--- config.mk ---
export PLATFORM = sky130hd
export DESIGN_NAME = aligned_buffer_slot_allocator
export DESIGN_NICKNAME = d
export VERILOG_FILES = /design/src/hdl/absa_pkg.sv /design/src/hdl/absa_stack_ram.sv /design/src/hdl/absa_slot_div.sv /design/src/hdl/aligned_buffer_slot_allocator.sv
export SDC_FILE = /design/constraint.sdc
export NUM_CORES = 2
export LEC_CHECK = 0
export BUFFER_PORTS_ARGS = -buffer_cell sky130_fd_sc_hd__buf_2
export CAP_MARGIN = 20
export CORE_UTILIZATION = 55
export DETAILED_ROUTE_END_ITERATION = 8
export PLACE_DENSITY = 0.78
export RECOVER_POWER = 100
export SLEW_MARGIN = 20
export SYNTH_ARGS = -nofsm -noshare
export SYNTH_HDL_FRONTEND = slang
export SYNTH_SLANG_ARGS = --single-unit
--- constraint.sdc ---
create_clock -name aclk -period 11.68 [get_ports aclk]
set_input_delay 2.336 -clock aclk [delete_from_list [all_inputs] [get_ports aclk]]
set_output_delay 2.336 -clock aclk [all_outputs]
set_load 0.05 [all_outputs]
--- src/hdl/absa_pkg.sv ---
// Shared constants, codes and types for the aligned buffer slot allocator.
// No dependencies; every other file imports this package.
package absa_pkg;

    localparam int MAX_SLOTS  = 64;
    localparam int SLOT_ALIGN = 64;

    localparam int SLOT_W   = $clog2(MAX_SLOTS);
    localparam int CNT_W    = $clog2(MAX_SLOTS + 1);
    localparam int ALIGN_W  = $clog2(SLOT_ALIGN);
    localparam int ADDR_W   = 64;
    localparam int LEN_W    = 32;
    localparam int SIZE_W   = 16;
    localparam int STRIDE_W = SIZE_W + 1;
    localparam int OFF_W    = STRIDE_W + SLOT_W;
    localparam int ACC_W    = OFF_W + 1;
    localparam int STEP_W   = $clog2(SLOT_W);

    localparam int S_TDATA_W  = ADDR_W;
    localparam int S_TUSER_W  = 2;
    localparam int M_TDATA_W  = 152;
    localparam int M_TUSER_W  = 2;
    localparam int CFG_IDX_W  = 2;
    localparam int CFG_DATA_W = 64;

    typedef enum logic [1:0] {
        OP_REBUILD,
        OP_GET,
        OP_RETURN,
        OP_NONE
    } opcode_t;

    typedef enum logic [1:0] {
        ST_OK,
        ST_NO_FREE,
        ST_NONE_IN_USE,
        ST_NO_MATCH
    } status_t;

    typedef enum logic [1:0] {
        REG_DEVICE_BASE,
        REG_HOST_BASE,
        REG_REGION_LENGTH,
        REG_PAYLOAD_SIZE
    } cfg_reg_t;

    typedef struct packed {
        logic              done;
        logic              exact;
        logic [SLOT_W-1:0] quot;
    } div_res_t;

endpackage

--- src/hdl/absa_stack_ram.sv ---
// Free-stack memory: one write port, one read port, registered read data.
// Depends on absa_pkg for depth and entry width.
module absa_stack_ram (
    input  logic                      aclk,
    input  logic                      we,
    input  logic [absa_pkg::SLOT_W-1:0] waddr,
    input  logic [absa_pkg::SLOT_W-1:0] wdata,
    input  logic                      re,
    input  logic [absa_pkg::SLOT_W-1:0] raddr,
    output logic [absa_pkg::SLOT_W-1:0] rdata
);
    import absa_pkg::*;

    logic [SLOT_W-1:0] mem [MAX_SLOTS];

    always_ff @(posedge aclk) begin
        if (we) begin
            mem[waddr] <= wdata;
        end
        if (re) begin
            rdata <= mem[raddr];
        end
    end

endmodule

--- src/hdl/absa_slot_div.sv ---
// Slot index divider: restoring division, one quotient bit per cycle.
// Depends on absa_pkg for widths and the result struct.
module absa_slot_div (
    input  logic                          aclk,
    input  logic                          aresetn,
    input  logic                          start,
    input  logic [absa_pkg::OFF_W-1:0]    dividend,
    input  logic [absa_pkg::STRIDE_W-1:0] divisor,
    output absa_pkg::div_res_t            res
);
    import absa_pkg::*;

    logic              busy_reg;
    logic              done_reg;
    logic [STEP_W-1:0] step_reg;
    logic [OFF_W-1:0]  rem_reg;
    logic [OFF_W-1:0]  dsh_reg;
    logic [SLOT_W-1:0] quot_reg;
    logic              ge;
    logic [OFF_W-1:0]  rem_step;

    assign ge       = rem_reg >= dsh_reg;
    assign rem_step = ge ? rem_reg - dsh_reg : rem_reg;

    always_ff @(posedge aclk) begin
        if (!aresetn) begin
            busy_reg <= 1'b0;
            done_reg <= 1'b0;
            step_reg <= '0;
        end else begin
            done_reg <= 1'b0;
            if (start) begin
                busy_reg <= 1'b1;
                step_reg <= STEP_W'(SLOT_W - 1);
            end else if (busy_reg) begin
                if (step_reg == '0) begin
                    busy_reg <= 1'b0;
                    done_reg <= 1'b1;
                end else begin
                    step_reg <= step_reg - STEP_W'(1);
                end
            end
        end
    end

    always_ff @(posedge aclk) begin
        if (start) begin
            rem_reg  <= dividend;
            dsh_reg  <= {1'b0, divisor, {(SLOT_W - 1){1'b0}}};
            quot_reg <= '0;
        end else if (busy_reg) begin
            rem_reg  <= rem_step;
            dsh_reg  <= dsh_reg >> 1;
            quot_reg <= {quot_reg[SLOT_W-2:0], ge};
        end
    end

    assign res.done  = done_reg;
    assign res.exact = (rem_reg == '0);
    assign res.quot  = quot_reg;

endmodule

--- src/hdl/aligned_buffer_slot_allocator.sv ---
// Aligned buffer slot allocator top level: control, pool registers, output register.
// Depends on absa_pkg, absa_stack_ram and absa_slot_div.
// Get reads the free stack, then multiplies and adds (S_GET_MUL, S_GET_ADD); return
// checks the address and may run the divider (one quotient bit per cycle); rebuild
// counts slots, one slot per cycle, then does one free-stack write per cycle.
// One item at a time; the next transfer is taken the cycle after the result is registered.
// Reset: empty pool, zero slot count, registers at reset values; the free-stack memory is
// not cleared, it is written by the next rebuild before any read.
module aligned_buffer_slot_allocator (
    input  logic                            aclk,
    input  logic                            aresetn,
    input  logic                            s_tvalid,
    output logic                            s_tready,
    input  logic [absa_pkg::S_TDATA_W-1:0]  s_tdata,   // [63:0] return_address
    input  logic [absa_pkg::S_TUSER_W-1:0]  s_tuser,   // [1:0] opcode
    output logic                            m_tvalid,
    input  logic                            m_tready,
    output logic [absa_pkg::M_TDATA_W-1:0]  m_tdata,   // [63:0] out_device_address,
                                                       // [127:64] out_host_address,
                                                       // [143:128] out_length,
                                                       // [150:144] pool_count, [151] zero
    output logic [absa_pkg::M_TUSER_W-1:0]  m_tuser,   // [1:0] status
    input  logic                            cfg_valid,
    output logic                            cfg_ready,
    input  logic [absa_pkg::CFG_IDX_W-1:0]  cfg_index,
    input  logic [absa_pkg::CFG_DATA_W-1:0] cfg_data
);
    import absa_pkg::*;

    typedef enum logic [2:0] {
        S_IDLE,
        S_BUILD_COUNT,
        S_BUILD_FILL,
        S_GET_MUL,
        S_GET_ADD,
        S_RET_EVAL,
        S_RET_DIV,
        S_FINISH
    } state_t;

    state_t             state_reg, state_next;
    logic [ADDR_W-1:0]  device_base_reg, device_base_next;
    logic [ADDR_W-1:0]  host_base_reg, host_base_next;
    logic [LEN_W-1:0]   region_length_reg, region_length_next;
    logic [SIZE_W-1:0]  payload_size_reg, payload_size_next;
    logic [ADDR_W-1:0]  first_dev_reg, first_dev_next;
    logic [ADDR_W-1:0]  first_host_reg, first_host_next;
    logic [STRIDE_W-1:0] stride_reg, stride_next;
    logic [SIZE_W-1:0]  size_reg, size_next;
    logic [CNT_W-1:0]   total_reg, total_next;
    logic [CNT_W-1:0]   depth_reg, depth_next;
    logic [MAX_SLOTS-1:0] in_use_reg, in_use_next;
    logic [CNT_W-1:0]   cnt_reg, cnt_next;
    logic [ACC_W-1:0]   acc_reg, acc_next;
    logic [ADDR_W-1:0]  ret_addr_reg, ret_addr_next;
    logic [OFF_W-1:0]   off_reg, off_next;
    status_t            res_status_reg, res_status_next;
    logic [ADDR_W-1:0]  res_dev_reg, res_dev_next;
    logic [ADDR_W-1:0]  res_host_reg, res_host_next;
    logic [SIZE_W-1:0]  res_len_reg, res_len_next;
    logic               m_tvalid_reg, m_tvalid_next;
    status_t            m_status_reg, m_status_next;
    logic [ADDR_W-1:0]  m_dev_reg, m_dev_next;
    logic [ADDR_W-1:0]  m_host_reg, m_host_next;
    logic [SIZE_W-1:0]  m_len_reg, m_len_next;
    logic [CNT_W-1:0]   m_count_reg, m_count_next;

    logic               ram_we;
    logic [SLOT_W-1:0]  ram_waddr;
    logic [SLOT_W-1:0]  ram_wdata;
    logic               ram_re;
    logic [SLOT_W-1:0]  ram_raddr;
    logic [SLOT_W-1:0]  ram_rdata;
    logic               div_start;
    div_res_t           div_res;

    logic [ALIGN_W-1:0]  base_pad;
    logic [ALIGN_W-1:0]  size_pad;
    logic [STRIDE_W-1:0] stride_new;
    logic [CNT_W-1:0]    depth_dec;
    logic [CNT_W-1:0]    fill_val;
    logic [ADDR_W-1:0]   diff;
    logic [MAX_SLOTS-1:0] low_onehot;
    logic [SLOT_W-1:0]   low_idx;
    logic                out_free;

    absa_stack_ram u_stack_ram (
        .aclk  (aclk),
        .we    (ram_we),
        .waddr (ram_waddr),
        .wdata (ram_wdata),
        .re    (ram_re),
        .raddr (ram_raddr),
        .rdata (ram_rdata)
    );

    absa_slot_div u_slot_div (
        .aclk     (aclk),
        .aresetn  (aresetn),
        .start    (div_start),
        .dividend (diff[OFF_W-1:0]),
        .divisor  (stride_reg),
        .res      (div_res)
    );

    assign base_pad   = -device_base_reg[ALIGN_W-1:0];
    assign size_pad   = -payload_size_reg[ALIGN_W-1:0];
    assign stride_new = {1'b0, payload_size_reg} + STRIDE_W'(size_pad);
    assign depth_dec  = depth_reg - CNT_W'(1);
    assign fill_val   = total_reg - cnt_reg - CNT_W'(1);
    assign diff       = ret_addr_reg - first_dev_reg;
    assign low_onehot = in_use_reg & (~in_use_reg + MAX_SLOTS'(1));
    assign out_free   = !m_tvalid_reg || m_tready;

    always_comb begin
        low_idx = '0;
        for (int k = 0; k < MAX_SLOTS; k++) begin
            if (low_onehot[k]) begin
                low_idx = low_idx | SLOT_W'(k);
            end
        end
    end

    always_comb begin
        state_next         = state_reg;
        device_base_next   = device_base_reg;
        host_base_next     = host_base_reg;
        region_length_next = region_length_reg;
        payload_size_next  = payload_size_reg;
        first_dev_next     = first_dev_reg;
        first_host_next    = first_host_reg;
        stride_next        = stride_reg;
        size_next          = size_reg;
        total_next         = total_reg;
        depth_next         = depth_reg;
        in_use_next        = in_use_reg;
        cnt_next           = cnt_reg;
        acc_next           = acc_reg;
        ret_addr_next      = ret_addr_reg;
        off_next           = off_reg;
        res_status_next    = res_status_reg;
        res_dev_next       = res_dev_reg;
        res_host_next      = res_host_reg;
        res_len_next       = res_len_reg;
        m_tvalid_next      = m_tvalid_reg;
        m_status_next      = m_status_reg;
        m_dev_next         = m_dev_reg;
        m_host_next        = m_host_reg;
        m_len_next         = m_len_reg;
        m_count_next       = m_count_reg;
        ram_we             = 1'b0;
        ram_waddr          = depth_reg[SLOT_W-1:0];
        ram_wdata          = low_idx;
        ram_re             = 1'b0;
        ram_raddr          = depth_dec[SLOT_W-1:0];
        div_start          = 1'b0;

        if (cfg_valid) begin
            unique case (cfg_reg_t'(cfg_index))
                REG_DEVICE_BASE:   device_base_next   = cfg_data;
                REG_HOST_BASE:     host_base_next     = cfg_data;
                REG_REGION_LENGTH: region_length_next = cfg_data[LEN_W-1:0];
                REG_PAYLOAD_SIZE:  payload_size_next  = cfg_data[SIZE_W-1:0];
            endcase
        end

        if (m_tvalid_reg && m_tready) begin
            m_tvalid_next = 1'b0;
        end

        unique case (state_reg)
            S_IDLE: begin
                if (s_tvalid) begin
                    ret_addr_next   = s_tdata[ADDR_W-1:0];
                    res_status_next = ST_OK;
                    res_dev_next    = '0;
                    res_host_next   = '0;
                    res_len_next    = '0;
                    unique case (opcode_t'(s_tuser))
                        OP_REBUILD: begin
                            first_dev_next  = device_base_reg + ADDR_W'(base_pad);
                            first_host_next = host_base_reg + ADDR_W'(base_pad);
                            stride_next     = stride_new;
                            size_next       = payload_size_reg;
                            acc_next        = ACC_W'(base_pad) + ACC_W'(payload_size_reg);
                            cnt_next        = '0;
                            in_use_next     = '0;
                            state_next      = S_BUILD_COUNT;
                        end
                        OP_GET: begin
                            if (depth_reg == '0) begin
                                res_status_next = ST_NO_FREE;
                                state_next      = S_FINISH;
                            end else begin
                                ram_re     = 1'b1;
                                depth_next = depth_dec;
                                state_next = S_GET_MUL;
                            end
                        end
                        OP_RETURN: begin
                            state_next = S_RET_EVAL;
                        end
                        OP_NONE: begin
                            state_next = S_FINISH;
                        end
                    endcase
                end
            end
            S_BUILD_COUNT: begin
                if (cnt_reg != CNT_W'(MAX_SLOTS) && LEN_W'(acc_reg) <= region_length_reg) begin
                    cnt_next = cnt_reg + CNT_W'(1);
                    acc_next = acc_reg + ACC_W'(stride_reg);
                end else begin
                    total_next = cnt_reg;
                    depth_next = cnt_reg;
                    cnt_next   = '0;
                    state_next = S_BUILD_FILL;
                end
            end
            S_BUILD_FILL: begin
                if (cnt_reg == total_reg) begin
                    state_next = S_FINISH;
                end else begin
                    ram_we    = 1'b1;
                    ram_waddr = cnt_reg[SLOT_W-1:0];
                    ram_wdata = fill_val[SLOT_W-1:0];
                    cnt_next  = cnt_reg + CNT_W'(1);
                end
            end
            S_GET_MUL: begin
                in_use_next[ram_rdata] = 1'b1;
                off_next   = OFF_W'(ram_rdata) * OFF_W'(stride_reg);
                state_next = S_GET_ADD;
            end
            S_GET_ADD: begin
                res_dev_next  = first_dev_reg + ADDR_W'(off_reg);
                res_host_next = first_host_reg + ADDR_W'(off_reg);
                res_len_next  = size_reg;
                state_next    = S_FINISH;
            end
            S_RET_EVAL: begin
                state_next = S_FINISH;
                if (in_use_reg == '0) begin
                    res_status_next = ST_NONE_IN_USE;
                end else if (stride_reg == '0) begin
                    if (diff == '0) begin
                        if (depth_reg != CNT_W'(MAX_SLOTS)) begin
                            ram_we               = 1'b1;
                            in_use_next[low_idx] = 1'b0;
                            depth_next           = depth_reg + CNT_W'(1);
                        end
                    end else begin
                        res_status_next = ST_NO_MATCH;
                    end
                end else if (diff[ADDR_W-1:OFF_W] == '0 &&
                             diff[OFF_W-1:0] < {stride_reg, {SLOT_W{1'b0}}}) begin
                    div_start  = 1'b1;
                    state_next = S_RET_DIV;
                end else begin
                    res_status_next = ST_NO_MATCH;
                end
            end
            S_RET_DIV: begin
                if (div_res.done) begin
                    state_next = S_FINISH;
                    if (div_res.exact && in_use_reg[div_res.quot]) begin
                        if (depth_reg != CNT_W'(MAX_SLOTS)) begin
                            ram_we                    = 1'b1;
                            ram_wdata                 = div_res.quot;
                            in_use_next[div_res.quot] = 1'b0;
                            depth_next                = depth_reg + CNT_W'(1);
                        end
                    end else begin
                        res_status_next = ST_NO_MATCH;
                    end
                end
            end
            S_FINISH: begin
                if (out_free) begin
                    m_tvalid_next = 1'b1;
                    m_status_next = res_status_reg;
                    m_dev_next    = res_dev_reg;
                    m_host_next   = res_host_reg;
                    m_len_next    = res_len_reg;
                    m_count_next  = total_reg;
                    state_next    = S_IDLE;
                end
            end
            default: begin
                state_next = S_IDLE;
            end
        endcase
    end

    always_ff @(posedge aclk) begin
        if (!aresetn) begin
            state_reg         <= S_IDLE;
            device_base_reg   <= '0;
            host_base_reg     <= '0;
            region_length_reg <= '0;
            payload_size_reg  <= SIZE_W'(256);
            first_dev_reg     <= '0;
            first_host_reg    <= '0;
            stride_reg        <= '0;
            size_reg          <= '0;
            total_reg         <= '0;
            depth_reg         <= '0;
            in_use_reg        <= '0;
            cnt_reg           <= '0;
            m_tvalid_reg      <= 1'b0;
        end else begin
            state_reg         <= state_next;
            device_base_reg   <= device_base_next;
            host_base_reg     <= host_base_next;
            region_length_reg <= region_length_next;
            payload_size_reg  <= payload_size_next;
            first_dev_reg     <= first_dev_next;
            first_host_reg    <= first_host_next;
            stride_reg        <= stride_next;
            size_reg          <= size_next;
            total_reg         <= total_next;
            depth_reg         <= depth_next;
            in_use_reg        <= in_use_next;
            cnt_reg           <= cnt_next;
            m_tvalid_reg      <= m_tvalid_next;
        end
        acc_reg        <= acc_next;
        ret_addr_reg   <= ret_addr_next;
        off_reg        <= off_next;
        res_status_reg <= res_status_next;
        res_dev_reg    <= res_dev_next;
        res_host_reg   <= res_host_next;
        res_len_reg    <= res_len_next;
        m_status_reg   <= m_status_next;
        m_dev_reg      <= m_dev_next;
        m_host_reg     <= m_host_next;
        m_len_reg      <= m_len_next;
        m_count_reg    <= m_count_next;
    end

    assign s_tready  = (state_reg == S_IDLE);
    assign cfg_ready = 1'b1;
    assign m_tvalid  = m_tvalid_reg;
    assign m_tuser   = m_status_reg;
    assign m_tdata   = {1'b0, m_count_reg, m_len_reg, m_host_reg, m_dev_reg};

endmodule
==> metrics.md <==
| Metric | Value |
|---|---|
| Quantity of gates resized following cts | `0` |
| Highest signal layer in the routed design | `met5` |
| Area share of the largest cell type after synthesis | `37.3%` |
| Power per cell area | `211 nW/um^2` |
| Post-synthesis area per instance | `10.5 um^2` |
| Vias in the first global route | `51600` |
| Register bank with the most flops | `u_stack_ram.mem` |
| Most numerous cell in the Yosys netlist | `edfxtp_1` |
| Count of pins over their slew limit | `1425` |
| Met2 Routed Length | `between 90000 and 100000 um` |
| Clock tree from TritonCTS | `yes` |
| Outcome | `finished with violations` |
| Crit path kind | `reg2reg` |
| Reg2Reg Depth | `17` |
| Sink Count | `between 1000 and 1500` |
| Count of final setup violators | `0` |
| Starting density of the core | `55.4%` |
| Design Area, Final | `roughly 74000 um^2` |
| Data required, critical path | `approximately 12 ns` |
| Minimum clock period after layout | `8.56 ns` |
| Global-route usage over all layers | `between 30% and 40%` |
| Share of flip-flops with an asynchronous set or reset | `0%` |
| Violated checks | `max-capacitance violations, max-slew violations` |
| Slew of the pin with the lowest slew margin | `4.12 ns` |
| Most frequent cells after synthesis | `837 x edfxtp_1, 792 x nand2_1, 513 x nor2_1` |
| R2R Path Start | `first_dev_reg[28]$_SDFFE_PN0P_` |
| Vias | `53500` |
| Detailed Route Iter0 Violations | `6571` |
| Final routed wirelength across all metal layers | `208000 um` |
| Crit path arrival time | `between 8 and 9 ns` |
| Gp weighted congestion | `roughly 0.99` |
| Congestion Overflow GR | `0` |
| Buffer type at the clock tree root | `clkbuf_16` |
| Share of post-route cells with drive strength above 1 | `under 10%` |
| Number of max-cap violations | `28` |
| Post-synth EDFFs | `~840` |
| Sum of buffers and inverters on the critical path | `3` |
| Setup repair after global routing missed its margin | `false` |
| Routed length per placed instance | `24.9 um` |
| Synthesized instance count | `about 6400` |
| Largest incremental delay on the critical path | `between 2 and 3 ns` |
| Max FFs per register | `384` |
| Area after detailed placement | `70500 um^2` |
| Cell with the largest stage delay on the worst path | `clkbuf_1` |
| Terminus of the critical flop-to-flop path | `u_stack_ram.mem[19][2]$_DFFE_PP_` |
| Routed wire length on met3 | `18300 um` |
| Top achievable clock speed | `117 MHz` |
| Clock slew at reported path FFs | `0.07 ns` |
| Worst-case register-to-register setup slack | `3.12 ns` |
| Height of the die | `352 um` |
| Netlist cell types | `97` |
| Area added between synthesis and finish | `10.4%` |
| HPWL reported at the end of detailed placement | `146000 um` |
| Setup Buffers After CTS | `0` |
| Pin count of the biggest net entering global routing | `165` |
| Register bit count reported by yosys | `about 1300` |
| Num ports | `roughly 300` |
| Setup TNS | `0 ns` |
| Number of failing hold endpoints at the final stage | `0` |
| Max Buffers Root-to-Sink | `3` |
| Worst-case hold path end point | `m_dev_reg[36]$_DFFE_PP_` |
| Cell type contributing the most total cell area after synthesis | `edfxtp_1` |
| Predominant post-synthesis flop cell | `edfxtp_1` |
| Area of the mapped netlist | `67400 um^2` |
| Total number of H-tree levels | `4` |
| Hold path startpoint | `res_dev_reg[36]$_SDFFCE_PN0P_` |
| Detailed-routing iteration count for the pre-antenna-repair pass | `7` |
| Fraction of the yosys area taken by sequential cells | `roughly half` |
| Initial antenna violation count | `5` |
| Overall die width | `352 um` |
| Number of cells on the worst hold path | `0` |
| Wire length of the first global-routing pass | `313000 um` |
| Classification of the worst-slack hold path | `reg2reg` |
| Area of the core | `approximately 120000 um^2` |
| Fraction of the cycle the final worst path needs | `73.3%` |
| Top cells by area in the synthesized netlist | `edfxtp_1 37%, dfxtp_1 13%, ha_1 4.7%` |
| Worst slew slack as a fraction of its limit | `-175%` |
| Source-to-sink clock delay at the later pin of the worst-skew pair | `0.79 ns` |
| Final Net Count | `between 7000 and 8000` |
| Port bufs | `between 200 and 300` |
| Cell family with most CP delay | `buffers and inverters` |
| Fill cells | `roughly 9800` |
| Worst clock skew | `0.0284 ns` |
| Number of nets with antenna violations after detailed routing | `0` |
| Number of buffers created by CTS | `between 100 and 150` |
| Cell breakdown of the critical path | `inv_1 > ha_1 > a21oi_1 > o21ai_0 > a2bb2oi_1 > and2_0 > o21ai_0 > a21oi_1 > clkbuf_1 > mux2_2 > a22o_1 > and4_1 > nand4_1 > nor3_1 > a21oi_4 > clkbuf_1 > nor4_1` |
| Maximum ir drop on the vdd rail | `roughly 0.24 mV` |
| Number of core rows | `approximately 130` |
| Type of element capturing the critical path | `flop` |
| CP startpoint kind | `flop` |
| Die Footprint | `124000 um^2` |
| Static Leak | `25.5 nW` |
| Remaining design rule violation count | `0` |
| Sum of routed wire segments on met1 | `76000 um` |
| Number of warnings issued by yosys | `0` |
| Highest fanout seen on the critical path | `64` |
| Number of hold buffers added after cts | `0` |
| Avg Vias per Cell | `6.40` |
## cell type report
class | instances | area [um^2] | share of cell area (%)
Timing Repair Buffer | 407 | 1840 | 2.47
Inverter | 331 | 1260 | 1.69
Clock inverter | 61 | 667 | 0.897
Tap cell | 1625 | 2030 | 2.73
Sequential cell | 1277 | 33900 | 45.6
Multi-Input combinational cell | 4469 | 30900 | 41.5
Clock buffer | 184 | 3740 | 5.03
Antenna cell | 1 | 2.50 | 0.00336
## per-layer routing
| metal | global-route usage (%) | up-vias |
|---|---|---|
| met2 | 54.3 | 2912 |
| met1 | 39.8 | 25800 |
| li1 | - | 24000 |
| met4 | 20.9 | 12 |
| met3 | 6.26 | 714 |
| met5 | 0 | - |
## cells by family (layout without fill, tap and decap cells)
| family | Yosys count | count (layout) | synth area share [%] |
|---|---|---|---|
| XOR/XNOR | 341 | 341 | 4.43 |
| AND/OR/NAND/NOR | 2256 | 2256 | 16.0 |
| other | 2 | 4 | 0.0111 |
| buffers and inverters | 692 | 983 | 3.97 |
| flip-flops | 1277 | 1277 | 50.4 |
| adder cells (fa/ha/maj) | 316 | 316 | 6.59 |
| multiplexers | 211 | 211 | 5.65 |
| AO/OA/AOI/OAI | 1342 | 1342 | 13.0 |
## stage by stage
stage                     cells  utilization, %  setup slack, ns  hold slack, ns  power (mW)
final                      8355            61.1             3.12           0.412        15.7
after global routing       8354            61.1             2.72           0.419        16.3
after CTS                  8354            61.6             4.71           0.410        15.6
after detailed placement   8109            57.9             4.82           0.405        11.2
after global placement     8109            57.9             5.08           0.401        11.1
after floorplan            6438               -             2.31           0.400        9.53
## worst reg2reg max path, stage by stage, from the launching register on
cell	delay, ns
dfxtp_1	0.40
inv_1	0.09
ha_1	0.41
a21oi_1	0.61
o21ai_0	0.38
a2bb2oi_1	0.26
and2_0	0.37
o21ai_0	0.12
a21oi_1	0.14
clkbuf_1	0.33
mux2_2	0.38
a22o_1	0.24
and4_1	0.17
nand4_1	0.38
nor3_1	0.22
a21oi_4	0.19
clkbuf_1	2.53
nor4_1	0.85
## power breakdown
| group | switching [mW] | leakage [nW] | internal [mW] | total, mW |
|---|---|---|---|---|
| Sequential | 0.278 | 11.4 | 5.78 | 6.06 |
| Combinational | 3.59 | 12.0 | 1.72 | 5.31 |
| Clock | 1.84 | 2.14 | 2.50 | 4.34 |
| Total | 5.71 | 25.5 | 10.0 | 15.7 |
## placed cells by master, fill, tap and decap left out, types with 134 or more instances in the layout
cell / synthesis / layout
mux4_2: 134 / 134
nor4_1: 177 / 177
inv_1: 327 / 325
clkbuf_16: 0 / 140
ha_1: 251 / 251
nor3_1: 143 / 141
a21oi_1: 502 / 501
o21ai_0: 185 / 181
edfxtp_1: 837 / 837
xnor2_1: 209 / 207
nand2_1: 792 / 791
clkbuf_1: 310 / 301
nor2_1: 513 / 512
nand3_1: 135 / 135
dfxtp_1: 440 / 439
## how the worst max path moves through the flow
| stage | slack [ns] | startpoint | end | depth (start not counted) |
|---|---|---|---|---|
| finish | 3.12 | first_dev_reg[28]$_SDFFE_PN0P_ | u_stack_ram.mem[19][2]$_DFFE_PP_ | 17 |
| global route | 2.72 | depth_reg[0]$_SDFFE_PN0P_ | u_stack_ram.rdata[1]$_DFFE_PP_ | 6 |
| global placement | 5.08 | first_dev_reg[34]$_SDFFE_PN0P_ | u_stack_ram.mem[24][3]$_DFFE_PP_ | 16 |
| CTS | 4.71 | first_dev_reg[34]$_SDFFE_PN0P_ | u_stack_ram.mem[19][2]$_DFFE_PP_ | 16 |
| floorplan | 2.31 | m_tready | m_count_reg[0]$_DFFE_PP_ | 2 |
| detailed placement | 4.82 | first_dev_reg[34]$_SDFFE_PN0P_ | u_stack_ram.mem[19][3]$_DFFE_PP_ | 16 |
Power figures use the tool's default switching activity.
